[config.mk]
export PLATFORM = sky130hd
export DESIGN_NAME = gamepad_command_byte_decoder
export DESIGN_NICKNAME = d
export VERILOG_FILES = /design/src/rtl/gcbd_pkg.sv /design/src/rtl/gcbd_decode.sv /design/src/rtl/gcbd_state.sv /design/src/rtl/gamepad_command_byte_decoder.sv
export VERILOG_INCLUDE_DIRS = /design/src /design/src/rtl
export SDC_FILE = /design/constraint.sdc
export NUM_CORES = 1
export LEC_CHECK = 0
export ABC_AREA = 1
export BUFFER_PORTS_ARGS = -buffer_cell sky130_fd_sc_hd__buf_2
export CAP_MARGIN = 20
export CORE_MARGIN = 8
export CORE_UTILIZATION = 58
export CTS_CLUSTER_SIZE = 14
export DETAILED_ROUTE_END_ITERATION = 10
export PLACE_DENSITY = 0.8
export SLEW_MARGIN = 20
export SYNTH_ARGS = -nofsm -noshare
export SYNTH_HDL_FRONTEND = slang
export SYNTH_SLANG_ARGS = --single-unit
[constraint.sdc]
create_clock -name clk -period 3.1 [get_ports clk]
set_input_delay 0.155 -clock clk [delete_from_list [all_inputs] [get_ports clk]]
set_output_delay 0.155 -clock clk [all_outputs]
set_load 0.05 [all_outputs]
[src/rtl/assert_macros.svh]
// Assertion macros shared by the RTL.
// No dependencies; included by the top level only.
`ifndef ASSERT_MACROS_SVH
`define ASSERT_MACROS_SVH
`ifndef SYNTHESIS
// Same-cycle implication, checked out of reset.
`define ASSERT_IMPLIES(lbl, clk, rst_n, ante, cons, msg) \
  lbl: assert property (@(posedge clk) disable iff (!rst_n) (ante) |-> (cons)) \
    else $error(msg);
// Next-cycle implication, checked out of reset.
`define ASSERT_NEXT(lbl, clk, rst_n, ante, cons, msg) \
  lbl: assert property (@(posedge clk) disable iff (!rst_n) (ante) |=> (cons)) \
    else $error(msg);
`else
`define ASSERT_IMPLIES(lbl, clk, rst_n, ante, cons, msg)
`define ASSERT_NEXT(lbl, clk, rst_n, ante, cons, msg)
`endif
`endif

[src/rtl/gcbd_pkg.sv]
// Shared types, command codes and hat tables for the gamepad command decoder.
// No dependencies.
package gcbd_pkg;

  localparam int unsigned NUM_BUTTONS = 9;
  localparam int unsigned NUM_AXES    = 4;

  localparam logic [3:0] HAT_NEUTRAL = 4'd8;

  localparam logic [7:0] AXIS_MIN    = 8'd0;
  localparam logic [7:0] AXIS_CENTER = 8'd128;
  localparam logic [7:0] AXIS_MAX    = 8'd255;

  // Direction bits: up, right, down, left
  localparam logic [3:0] DIR_UP    = 4'h8;
  localparam logic [3:0] DIR_RIGHT = 4'h4;
  localparam logic [3:0] DIR_DOWN  = 4'h2;
  localparam logic [3:0] DIR_LEFT  = 4'h1;

  localparam logic [1:0] AXIS_LX = 2'd0;
  localparam logic [1:0] AXIS_LY = 2'd1;
  localparam logic [1:0] AXIS_RX = 2'd2;
  localparam logic [1:0] AXIS_RY = 2'd3;

  // Command characters
  localparam logic [7:0] CMD_HOME      = 8'h40; // '@'
  localparam logic [7:0] CMD_PRESS_LO  = 8'h61; // 'a'
  localparam logic [7:0] CMD_PRESS_HI  = 8'h68; // 'h'
  localparam logic [7:0] CMD_REL_LO    = 8'h6D; // 'm'
  localparam logic [7:0] CMD_REL_HI    = 8'h74; // 't'
  localparam logic [7:0] CMD_SET_LEFT  = 8'h69; // 'i'
  localparam logic [7:0] CMD_SET_RIGHT = 8'h6A; // 'j'
  localparam logic [7:0] CMD_SET_DOWN  = 8'h6B; // 'k'
  localparam logic [7:0] CMD_SET_UP    = 8'h6C; // 'l'
  localparam logic [7:0] CMD_CLR_LEFT  = 8'h75; // 'u'
  localparam logic [7:0] CMD_CLR_RIGHT = 8'h76; // 'v'
  localparam logic [7:0] CMD_CLR_DOWN  = 8'h77; // 'w'
  localparam logic [7:0] CMD_CLR_UP    = 8'h78; // 'x'
  localparam logic [7:0] CMD_LX_MIN    = 8'h79; // 'y'
  localparam logic [7:0] CMD_LX_MID    = 8'h7A; // 'z'
  localparam logic [7:0] CMD_LX_MAX    = 8'h31; // '1'
  localparam logic [7:0] CMD_LY_MIN    = 8'h32;
  localparam logic [7:0] CMD_LY_MID    = 8'h33;
  localparam logic [7:0] CMD_LY_MAX    = 8'h34;
  localparam logic [7:0] CMD_RX_MIN    = 8'h35;
  localparam logic [7:0] CMD_RX_MID    = 8'h36;
  localparam logic [7:0] CMD_RX_MAX    = 8'h37;
  localparam logic [7:0] CMD_RY_MIN    = 8'h38;
  localparam logic [7:0] CMD_RY_MID    = 8'h39;
  localparam logic [7:0] CMD_RY_MAX    = 8'h30; // '0'

  typedef enum logic [2:0] {
    OP_REJECT  = 3'd0,
    OP_HOME    = 3'd1,
    OP_PRESS   = 3'd2,
    OP_RELEASE = 3'd3,
    OP_DIR_SET = 3'd4,
    OP_DIR_CLR = 3'd5,
    OP_AXIS    = 3'd6
  } op_t;

  typedef struct packed {
    op_t        op;
    logic [3:0] btn_sel;   // button index 1..8
    logic [3:0] dir_mask;
    logic [1:0] axis_sel;
    logic [7:0] level;
  } cmd_t;

  typedef struct packed {
    logic [NUM_BUTTONS-1:0]     buttons;
    logic [3:0]                 hat;
    logic [NUM_AXES-1:0][7:0]   axes;
  } pad_state_t;

  function automatic logic [3:0] hat_to_dirs(input logic [3:0] hat);
    logic [3:0] d;
    unique case (hat)
      4'd0:    d = 4'h8;
      4'd1:    d = 4'hC;
      4'd2:    d = 4'h4;
      4'd3:    d = 4'h6;
      4'd4:    d = 4'h2;
      4'd5:    d = 4'h3;
      4'd6:    d = 4'h1;
      4'd7:    d = 4'h9;
      default: d = 4'h0; // neutral and unreachable codes
    endcase
    return d;
  endfunction

  // Contradictory or empty direction sets give neutral.
  function automatic logic [3:0] dirs_to_hat(input logic [3:0] d);
    logic [3:0] h;
    unique case (d)
      4'h8:    h = 4'd0;
      4'hC:    h = 4'd1;
      4'h4:    h = 4'd2;
      4'h6:    h = 4'd3;
      4'h2:    h = 4'd4;
      4'h3:    h = 4'd5;
      4'h1:    h = 4'd6;
      4'h9:    h = 4'd7;
      default: h = HAT_NEUTRAL;
    endcase
    return h;
  endfunction

endpackage

[src/rtl/gcbd_decode.sv]
// Command byte decoder: maps one byte to an operation descriptor.
// Depends on gcbd_pkg.
module gcbd_decode (
  input  logic [7:0]    cmd_byte,
  output gcbd_pkg::cmd_t cmd
);
  import gcbd_pkg::*;

  logic [7:0] press_ofs;
  logic [7:0] rel_ofs;

  assign press_ofs = cmd_byte - CMD_PRESS_LO + 8'd1;
  assign rel_ofs   = cmd_byte - CMD_REL_LO + 8'd1;

  always_comb begin
    cmd.op       = OP_REJECT;
    cmd.btn_sel  = '0;
    cmd.dir_mask = '0;
    cmd.axis_sel = AXIS_LX;
    cmd.level    = AXIS_CENTER;
    priority if (cmd_byte == CMD_HOME) begin
      cmd.op = OP_HOME;
    end else if (cmd_byte >= CMD_PRESS_LO && cmd_byte <= CMD_PRESS_HI) begin
      cmd.op      = OP_PRESS;
      cmd.btn_sel = press_ofs[3:0];
    end else if (cmd_byte >= CMD_REL_LO && cmd_byte <= CMD_REL_HI) begin
      cmd.op      = OP_RELEASE;
      cmd.btn_sel = rel_ofs[3:0];
    end else begin
      unique case (cmd_byte)
        CMD_SET_LEFT:  begin cmd.op = OP_DIR_SET; cmd.dir_mask = DIR_LEFT;  end
        CMD_SET_RIGHT: begin cmd.op = OP_DIR_SET; cmd.dir_mask = DIR_RIGHT; end
        CMD_SET_DOWN:  begin cmd.op = OP_DIR_SET; cmd.dir_mask = DIR_DOWN;  end
        CMD_SET_UP:    begin cmd.op = OP_DIR_SET; cmd.dir_mask = DIR_UP;    end
        CMD_CLR_LEFT:  begin cmd.op = OP_DIR_CLR; cmd.dir_mask = DIR_LEFT;  end
        CMD_CLR_RIGHT: begin cmd.op = OP_DIR_CLR; cmd.dir_mask = DIR_RIGHT; end
        CMD_CLR_DOWN:  begin cmd.op = OP_DIR_CLR; cmd.dir_mask = DIR_DOWN;  end
        CMD_CLR_UP:    begin cmd.op = OP_DIR_CLR; cmd.dir_mask = DIR_UP;    end
        CMD_LX_MIN: begin cmd.op = OP_AXIS; cmd.axis_sel = AXIS_LX; cmd.level = AXIS_MIN;    end
        CMD_LX_MID: begin cmd.op = OP_AXIS; cmd.axis_sel = AXIS_LX; cmd.level = AXIS_CENTER; end
        CMD_LX_MAX: begin cmd.op = OP_AXIS; cmd.axis_sel = AXIS_LX; cmd.level = AXIS_MAX;    end
        CMD_LY_MIN: begin cmd.op = OP_AXIS; cmd.axis_sel = AXIS_LY; cmd.level = AXIS_MIN;    end
        CMD_LY_MID: begin cmd.op = OP_AXIS; cmd.axis_sel = AXIS_LY; cmd.level = AXIS_CENTER; end
        CMD_LY_MAX: begin cmd.op = OP_AXIS; cmd.axis_sel = AXIS_LY; cmd.level = AXIS_MAX;    end
        CMD_RX_MIN: begin cmd.op = OP_AXIS; cmd.axis_sel = AXIS_RX; cmd.level = AXIS_MIN;    end
        CMD_RX_MID: begin cmd.op = OP_AXIS; cmd.axis_sel = AXIS_RX; cmd.level = AXIS_CENTER; end
        CMD_RX_MAX: begin cmd.op = OP_AXIS; cmd.axis_sel = AXIS_RX; cmd.level = AXIS_MAX;    end
        CMD_RY_MIN: begin cmd.op = OP_AXIS; cmd.axis_sel = AXIS_RY; cmd.level = AXIS_MIN;    end
        CMD_RY_MID: begin cmd.op = OP_AXIS; cmd.axis_sel = AXIS_RY; cmd.level = AXIS_CENTER; end
        CMD_RY_MAX: begin cmd.op = OP_AXIS; cmd.axis_sel = AXIS_RY; cmd.level = AXIS_MAX;    end
        default:    cmd.op = OP_REJECT;
      endcase
    end
  end

endmodule

[src/rtl/gcbd_state.sv]
// Held gamepad state registers and their update from one decoded command.
// Depends on gcbd_pkg.
module gcbd_state (
  input  logic                  clk,
  input  logic                  rst_n,
  input  logic                  apply,
  input  gcbd_pkg::cmd_t        cmd,
  output gcbd_pkg::pad_state_t  state_nxt
);
  import gcbd_pkg::*;

  logic [NUM_BUTTONS-1:0]   buttons_r;
  logic [3:0]               hat_r;
  logic [NUM_AXES-1:0][7:0] axes_r;

  logic [NUM_BUTTONS-1:0]   btn_w;
  logic [3:0]               dirs_w;
  logic [NUM_AXES-1:0][7:0] axes_w;

  always_comb begin
    btn_w  = buttons_r;
    dirs_w = hat_to_dirs(hat_r);
    axes_w = axes_r;
    // any accepted byte but home releases home
    if (cmd.op != OP_REJECT && cmd.op != OP_HOME) begin
      btn_w[0] = 1'b0;
    end
    unique case (cmd.op)
      OP_REJECT:  ;
      OP_HOME:    btn_w[0] = 1'b1;
      OP_PRESS:   btn_w[cmd.btn_sel] = 1'b1;
      OP_RELEASE: btn_w[cmd.btn_sel] = 1'b0;
      OP_DIR_SET: dirs_w = dirs_w | cmd.dir_mask;
      OP_DIR_CLR: dirs_w = dirs_w & ~cmd.dir_mask;
      OP_AXIS:    axes_w[cmd.axis_sel] = cmd.level;
      default:    ;
    endcase
    state_nxt.buttons = btn_w;
    state_nxt.hat     = (cmd.op == OP_REJECT) ? hat_r : dirs_to_hat(dirs_w);
    state_nxt.axes    = axes_w;
  end

  always_ff @(posedge clk) begin
    if (!rst_n) begin
      buttons_r <= '0;
      hat_r     <= HAT_NEUTRAL;
      axes_r    <= {NUM_AXES{AXIS_CENTER}};
    end else if (apply) begin
      buttons_r <= state_nxt.buttons;
      hat_r     <= state_nxt.hat;
      axes_r    <= state_nxt.axes;
    end
  end

endmodule

[src/rtl/gamepad_command_byte_decoder.sv]
// Top level of the gamepad command byte decoder: input register, decode,
// state update and result register. Depends on gcbd_pkg, gcbd_decode,
// gcbd_state and assert_macros.svh.
//
//  channel | direction | handshake            | word
//  --------+-----------+----------------------+-------------------------------
//  in      | input     | in_valid / in_ready   | in_command_byte
//  out     | output    | out_valid / out_ready | accepted, buttons, hat, sticks
//
// One word per cycle sustained while out_ready is high; a taken byte moves from
// the input register to the result register when it is empty or being drained.
// Decode and state update sit in the single path between the two registers.
// Reset (rst_n low, synchronous) empties both registers, releases all
// buttons, sets the hat neutral and centers all sticks.
// A stalled output holds its word; the input register keeps filling behind
// it and in_ready drops only when both registers are full and out_ready is low.
`include "assert_macros.svh"

module gamepad_command_byte_decoder (
  input  logic       clk,
  input  logic       rst_n,
  input  logic       in_valid,
  output logic       in_ready,
  input  logic [7:0] in_command_byte,
  output logic       out_valid,
  input  logic       out_ready,
  output logic       out_accepted,
  output logic [8:0] out_button_bits,
  output logic [3:0] out_hat_dir,
  output logic [7:0] out_left_x,
  output logic [7:0] out_left_y,
  output logic [7:0] out_right_x,
  output logic [7:0] out_right_y
);
  import gcbd_pkg::*;

  // input register
  logic       s1_valid_r, s1_valid_nxt;
  logic [7:0] s1_byte_r;

  // result register
  logic       out_valid_r, out_valid_nxt;
  logic       out_acc_r;
  pad_state_t out_state_r;

  logic       in_take;
  logic       out_load;
  cmd_t       cmd;
  pad_state_t state_nxt;

  // terms for the checks at the end
  logic       rej_load;
  logic       drop_home;

  // the result register moves on when empty or being drained
  assign out_load = s1_valid_r && (!out_valid_r || out_ready);
  assign in_ready = !s1_valid_r || out_load;
  assign in_take  = in_valid && in_ready;

  gcbd_decode u_decode (
    .cmd_byte (s1_byte_r),
    .cmd      (cmd)
  );

  // state commits exactly when the word moves into the result register
  gcbd_state u_state (
    .clk       (clk),
    .rst_n     (rst_n),
    .apply     (out_load),
    .cmd       (cmd),
    .state_nxt (state_nxt)
  );

  always_comb begin
    s1_valid_nxt = s1_valid_r;
    if (in_take) begin
      s1_valid_nxt = 1'b1;
    end else if (out_load) begin
      s1_valid_nxt = 1'b0;
    end
    out_valid_nxt = out_valid_r;
    if (out_load) begin
      out_valid_nxt = 1'b1;
    end else if (out_ready) begin
      out_valid_nxt = 1'b0;
    end
  end

  always_ff @(posedge clk) begin
    if (!rst_n) begin
      s1_valid_r  <= 1'b0;
      out_valid_r <= 1'b0;
    end else begin
      s1_valid_r  <= s1_valid_nxt;
      out_valid_r <= out_valid_nxt;
    end
  end

  // payload registers, no reset
  always_ff @(posedge clk) begin
    if (in_take) begin
      s1_byte_r <= in_command_byte;
    end
    if (out_load) begin
      out_acc_r   <= (cmd.op != OP_REJECT);
      out_state_r <= state_nxt;
    end
  end

  assign out_valid       = out_valid_r;
  assign out_accepted    = out_acc_r;
  assign out_button_bits = out_state_r.buttons;
  assign out_hat_dir     = out_state_r.hat;
  assign out_left_x      = out_state_r.axes[AXIS_LX];
  assign out_left_y      = out_state_r.axes[AXIS_LY];
  assign out_right_x     = out_state_r.axes[AXIS_RX];
  assign out_right_y     = out_state_r.axes[AXIS_RY];

  assign rej_load  = out_load && out_valid_r && cmd.op == OP_REJECT;
  assign drop_home = out_load && cmd.op != OP_REJECT && cmd.op != OP_HOME;

  // hat never leaves the nine legal codes
  `ASSERT_IMPLIES(a_hat_range, clk, rst_n, out_valid_r, out_hat_dir <= HAT_NEUTRAL, "hat range")
  // a rejected word leaves the reported state untouched
  `ASSERT_NEXT(a_reject_holds, clk, rst_n, rej_load, $stable(out_state_r), "reject changed state")
  // an empty input register always takes a word
  `ASSERT_IMPLIES(a_ready_empty, clk, rst_n, !s1_valid_r, in_ready, "input stalled while empty")
  // accepted non-home words release home
  `ASSERT_NEXT(a_home_clear, clk, rst_n, drop_home, !out_state_r.buttons[0], "home not released")

endmodule

# Yosys cells after proc, flatten, opt, wreduce, memory -nomap -nowiden
# Memory sizes are Yosys's and may differ from the RTL's. A register that Yosys moved wholly into a read port is not among the register bits.
# Index checks and enable logic that the tools add are counted.
# classes
n_eq_ne,28
order_cmp,8
muxes,28
n_addsub,4
n_bitwise,6
n_reduce_logical,22
# ops
op,count
10-bit one-hot mux with 11 select lines,1
8-bit by 7-bit equality test with 1-bit output (second input constant),11
8-bit by 6-bit equality test with 1-bit output (second input constant),10
32-bit bitwise mux,1
32-bit 2-to-1 mux,1
14-bit 2-to-1 mux,2
18-bit 2-to-1 mux,1
8-bit demux with 2-bit select,1
8-bit by 7-bit >= comparator with 1-bit output (second input constant),2
8-bit by 7-bit less-or-equal comparator with 1-bit output (second input constant),2
4-bit one-hot mux with 4 select lines,1
8-bit one-hot mux with 2 select lines,1
3-bit 2-to-1 mux,4
4-bit 2-to-1 mux,3
12-bit OR reduction,1
9-bit AND,1
3-bit equality test (second input constant),3
9-bit NOT,1
9-bit OR,1
3-bit one-hot mux with 3 select lines,1
4-bit by 1-bit adder with 4-bit output (second input constant),2
8-bit 2-to-1 mux,1
4-bit one-hot mux with 2 select lines,1
2-bit OR reduction,4
23 further kinds,39
# totals
memories,2
reg_bits,101
inputBits,12
out_inout_bits,48
romBits,96
word_cells,114
# mem_list
name,depth,word_bits,rd,rd_clocked_by_memory_dff,write_ports,line,rtl
(name not given),16,4,1,0,0,gcbd_pkg.sv:95,unique case (d)
(name not given),8,4,1,1,0,gcbd_pkg.sv:78,unique case (hat)

# Longest topological paths before layout
# logic_depth
word_depth,13
depth_mapped,23
depth_no_buf,23

# By module
# Synthesis repeated with hierarchy kept, for this count alone.
# unflattened
cells_unflattened,618
area_unflattened_um2,5137.4
# modules_own_cells
module,n_inst,area_per_inst_um2,seq_area_each_um2,cells_per_inst
gcbd_state,1,2721.4,980.9,427
gamepad_command_byte_decoder,1,1727.9,1661.6,70
gcbd_decode,1,688.2,0.0,121

# Worst setup path before layout
# Ideal clock, no wire load.
# synth_path
path_type,register to register
startpoint,register out_valid_r (netlist: out_valid)
endpoint,register out_acc_r (netlist: out_accepted) (enable)
synth_period_minus_slack_ns,2.940
path_stages_with_launch,6
path_slack_ns,0.160
path_buffers,2
arrival_ns,2.512
cell_sequence,dfxtp_1 -> nand2_1 -> nand2_1 -> inv_1 -> buf_4 -> clkbuf_1
# synth_between
elab_chain_len,3
# synth_rtl
item,line,rtl
from (decl),gamepad_command_byte_decoder.sv:42,"logic out_valid_r, out_valid_nxt;"
from (signal assigned),gamepad_command_byte_decoder.sv:95,out_valid_r <= out_valid_nxt;
1-bit zero test,gamepad_command_byte_decoder.sv:56,assign out_load = s1_valid_r && (!out_valid_r || out_ready);
1-bit logical OR,gamepad_command_byte_decoder.sv:56,
1-bit logical AND,gamepad_command_byte_decoder.sv:56,
via out_load,gamepad_command_byte_decoder.sv:47,logic out_load;
to (signal assigned),gamepad_command_byte_decoder.sv:105,out_acc_r <= (cmd.op != OP_REJECT);
to (decl),gamepad_command_byte_decoder.sv:43,logic out_acc_r;
# The timed path passes the listed nets, and every way through them passes these cells.
# A chain may end at the register's enable or synchronous reset.

==> flow_summary.json <==
{
  "port_buffers": 59,
  "route.detailed.drc": 0,
  "avgSynthCellArea_um2": 8.46,
  "critical_path_required_ps": 3230,
  "avgRoutedWirePerCell_um": 13.8,
  "dpl_cell_area_um2": 5330,
  "tritoncts": "yes",
  "timing.rr.start": "s1_byte_r[3]$_DFFE_PP_",
  "ir_drop_v": 0.000281,
  "crit_path_start": "s1_byte_r[3]$_DFFE_PP_",
  "gr-max-usage-layer": "met2",
  "yosys_warnings": 0,
  "htreeDepth": 3,
  "cp-start-kind": "register",
  "vias_per_cell": 5.27,
  "critical-path-top-delay-family": "simple AND/OR/NAND/NOR gates",
  "async_flop_share_pct": 0,
  "use_met3_pct": 4.16,
  "finish.utilization_pct": 68.9,
  "met1_usage_pct": 20.3,
  "cpMaxStageDelayCell": "edfxtp_1",
  "setup_violations": 0,
  "grt_usage_pct": 18.0,
  "mostFrequentLayoutCell": "inv_1",
  "grtUsageMet2_pct": 31.3,
  "final_antenna_net_count": 0,
  "syn_inst": 582,
  "dieHeight_um": 108,
  "worstPathMaxFanout": 5,
  "diodes": 0,
  "cellLeakagePower_nw": 2.68,
  "synthesis.nets": 599,
  "crit_type": "register to register",
  "final_nets": 672,
  "initial_core_util_pct": 59.9,
  "routed_wl_um": 10600,
  "first_iter_violations": 202,
  "critical_path_arrival_ps": 3100,
  "cts_inserted_buffers": 9,
  "clkTransAtPathRegs_ps": 110,
  "cts_buffer_depth": 2,
  "synth_edf_count": 54,
  "fin_crit_sh_pct": 95.6,
  "synth_area_um2": 4920,
  "dr.pass1.iters": 5,
  "die_area_um2": 11700,
  "finalClockSkew_ps": 10.1,
  "holdWs_ps": 3.48,
  "vias": 4034,
  "clkSinkCount": 105,
  "root_buffer": "clkbuf_8",
  "grt_pass1_wl_um": 16900,
  "grt_pass1_vias": 3749,
  "antenna_found_initial": 0,
  "hold_viol_final": 0,
  "setup_tns_ps": 0,
  "dpl.cell_count": 737,
  "overflow": 0,
  "drv_cap": 0,
  "slew_violations": 0,
  "dp_hpwl_um": 7380,
  "yosysUniqueCellTypes": 33,
  "powerDensity_nw_per_um2": 515,
  "outcome": "complete, no violations",
  "fmax_ghz": 0.338,
  "ios": 60,
  "synth_ff_type": "edfxtp_1",
  "rows": 33,
  "final_area_um2": 5660,
  "core_um2": 8220,
  "layout.cells.non_filler": 765,
  "synth-seq-cells": 105,
  "hold_class": "input pin to register",
  "critPathCaptureType": "register",
  "hold_start": "rst_n",
  "seq_area_frac_synth_pct": 53.7,
  "final.min_clock_period_ps": 2960,
  "crit_buf_inv": 2,
  "crit_chain": "inv_1, ha_1, nand3_1, a21oi_1, nor2_1, nand3_1, nand4_1, nor3_4, buf_4, mux2_2",
  "worst_slew_margin_rel_pct": 51.5,
  "fill_cells": 612,
  "gp_congestion": 0.942,
  "cp_slowest_stage_delay_ps": 430,
  "worst_pin_slew_ps": 718,
  "clk_latency_ps": 370,
  "grt_max_degree": 72,
  "syn2layout_area_growth_pct": 14.9,
  "path_common_cell": "nand3_1",
  "layout-drive-gt1-share_pct": 20.6,
  "die_width_um": 108,
  "final_cell_mix": "inv_1 (96), nand2_1 (88), o21ai_0 (87), buf_2 (59), edfxtp_1 (54)"
}
## path summary, 6_finish.rpt
| kind | end | slack (ps) | cells past startpoint |
|---|---|---|---|
| worst max-delay path | out_left_x[7]$_DFFE_PP_ | 140 | 10 |
| worst min-delay path | u_state.axes_r[31]$_SDFFE_PN1P_ | 3 | 2 |
| worst min register to register | u_state.axes_r[15]$_SDFFE_PN1P_ | 480 | 2 |
| worst max register to register | out_left_x[7]$_DFFE_PP_ | 140 | 10 |
## metrics by stage
stage / setup WS (ps) / total power (W)
after floorplan: 160 / 0.00195
after global placement: 318 / 0.00202
final: 137 / 0.00292
after CTS: 91.9 / 0.00292
after global routing: -28.5 / 0.00302
after detailed placement: 180 / 0.00204
## flip-flops by register name, indices dropped and copies added (netlist names), named ones only
register,flops
u_state.axes_r,32
out_button_bits,9
u_state.buttons_r,9
out_left_x,8
out_left_y,8
out_right_x,8
out_right_y,8
s1_byte_r,8
out_hat_dir,4
u_state.hat_r,4
out_accepted,1
out_valid,1
s1_valid_r,1
## synthesized netlist by cell type, types with 5 or more instances
library cell	n	share of area [%]
nand2_1	90	6.9
dfxtp_1	51	21
inv_1	97	7.4
clkbuf_1	12	0.91
nor2_1	53	4.0
a21oi_1	44	4.5
nand2_2	10	1.3
inv_2	11	0.84
ha_1	5	1.3
o21ai_0	87	8.8
nand3_2	6	1.2
edfxtp_1	54	33
nand3_1	26	2.6
nor2_2	5	0.64
## where the power goes
group | switching, W | leakage (nW) | internal (W)
registers | 0.0000321 | 0.933 | 0.00156
clock network | 0.000504 | 0.101 | 0.000388
logic | 0.000317 | 1.65 | 0.000118
total | 0.000853 | 2.68 | 0.00206
## area by class of cell
| type | instances | area [um2] | share of cell area, % |
|---|---|---|---|
| Sequential cell | 105 | 2640 | 46.7 |
| Multi-Input combinational cell | 353 | 1820 | 32.1 |
| Timing Repair Buffer | 78 | 458 | 8.09 |
| Inverter | 108 | 405 | 7.16 |
| Tap cell | 105 | 131 | 2.32 |
| Clock buffer | 10 | 128 | 2.26 |
| Clock inverter | 6 | 77.6 | 1.37 |
## cells by family after synthesis
group / after synthesis / synth area share (%)
buffers and inverters: 124 / 9.71
multiplexers: 1 / 0.229
AO/OA/AOI/OAI: 141 / 15.0
XOR/XNOR: 1 / 0.178
AND/OR/NAND/NOR: 205 / 19.9
flip-flops: 105 / 53.7
adder cells (fa/ha/maj): 5 / 1.27
## layer usage
layer	share of wire [%]	vias up
met5	0	-
met3	6.9	35
met2	50	137
li1	-	2040
met1	40	1822
met4	3.4	0
## what timing repair did
action	4_1_cts	5_1_grt
setup buffers	0	4
hold buffers	8	0
resized for setup	0	3
endpoints found under the hold margin	8	0
setup endpoints to repair	0	29
Power figures use the tool's default switching activity.
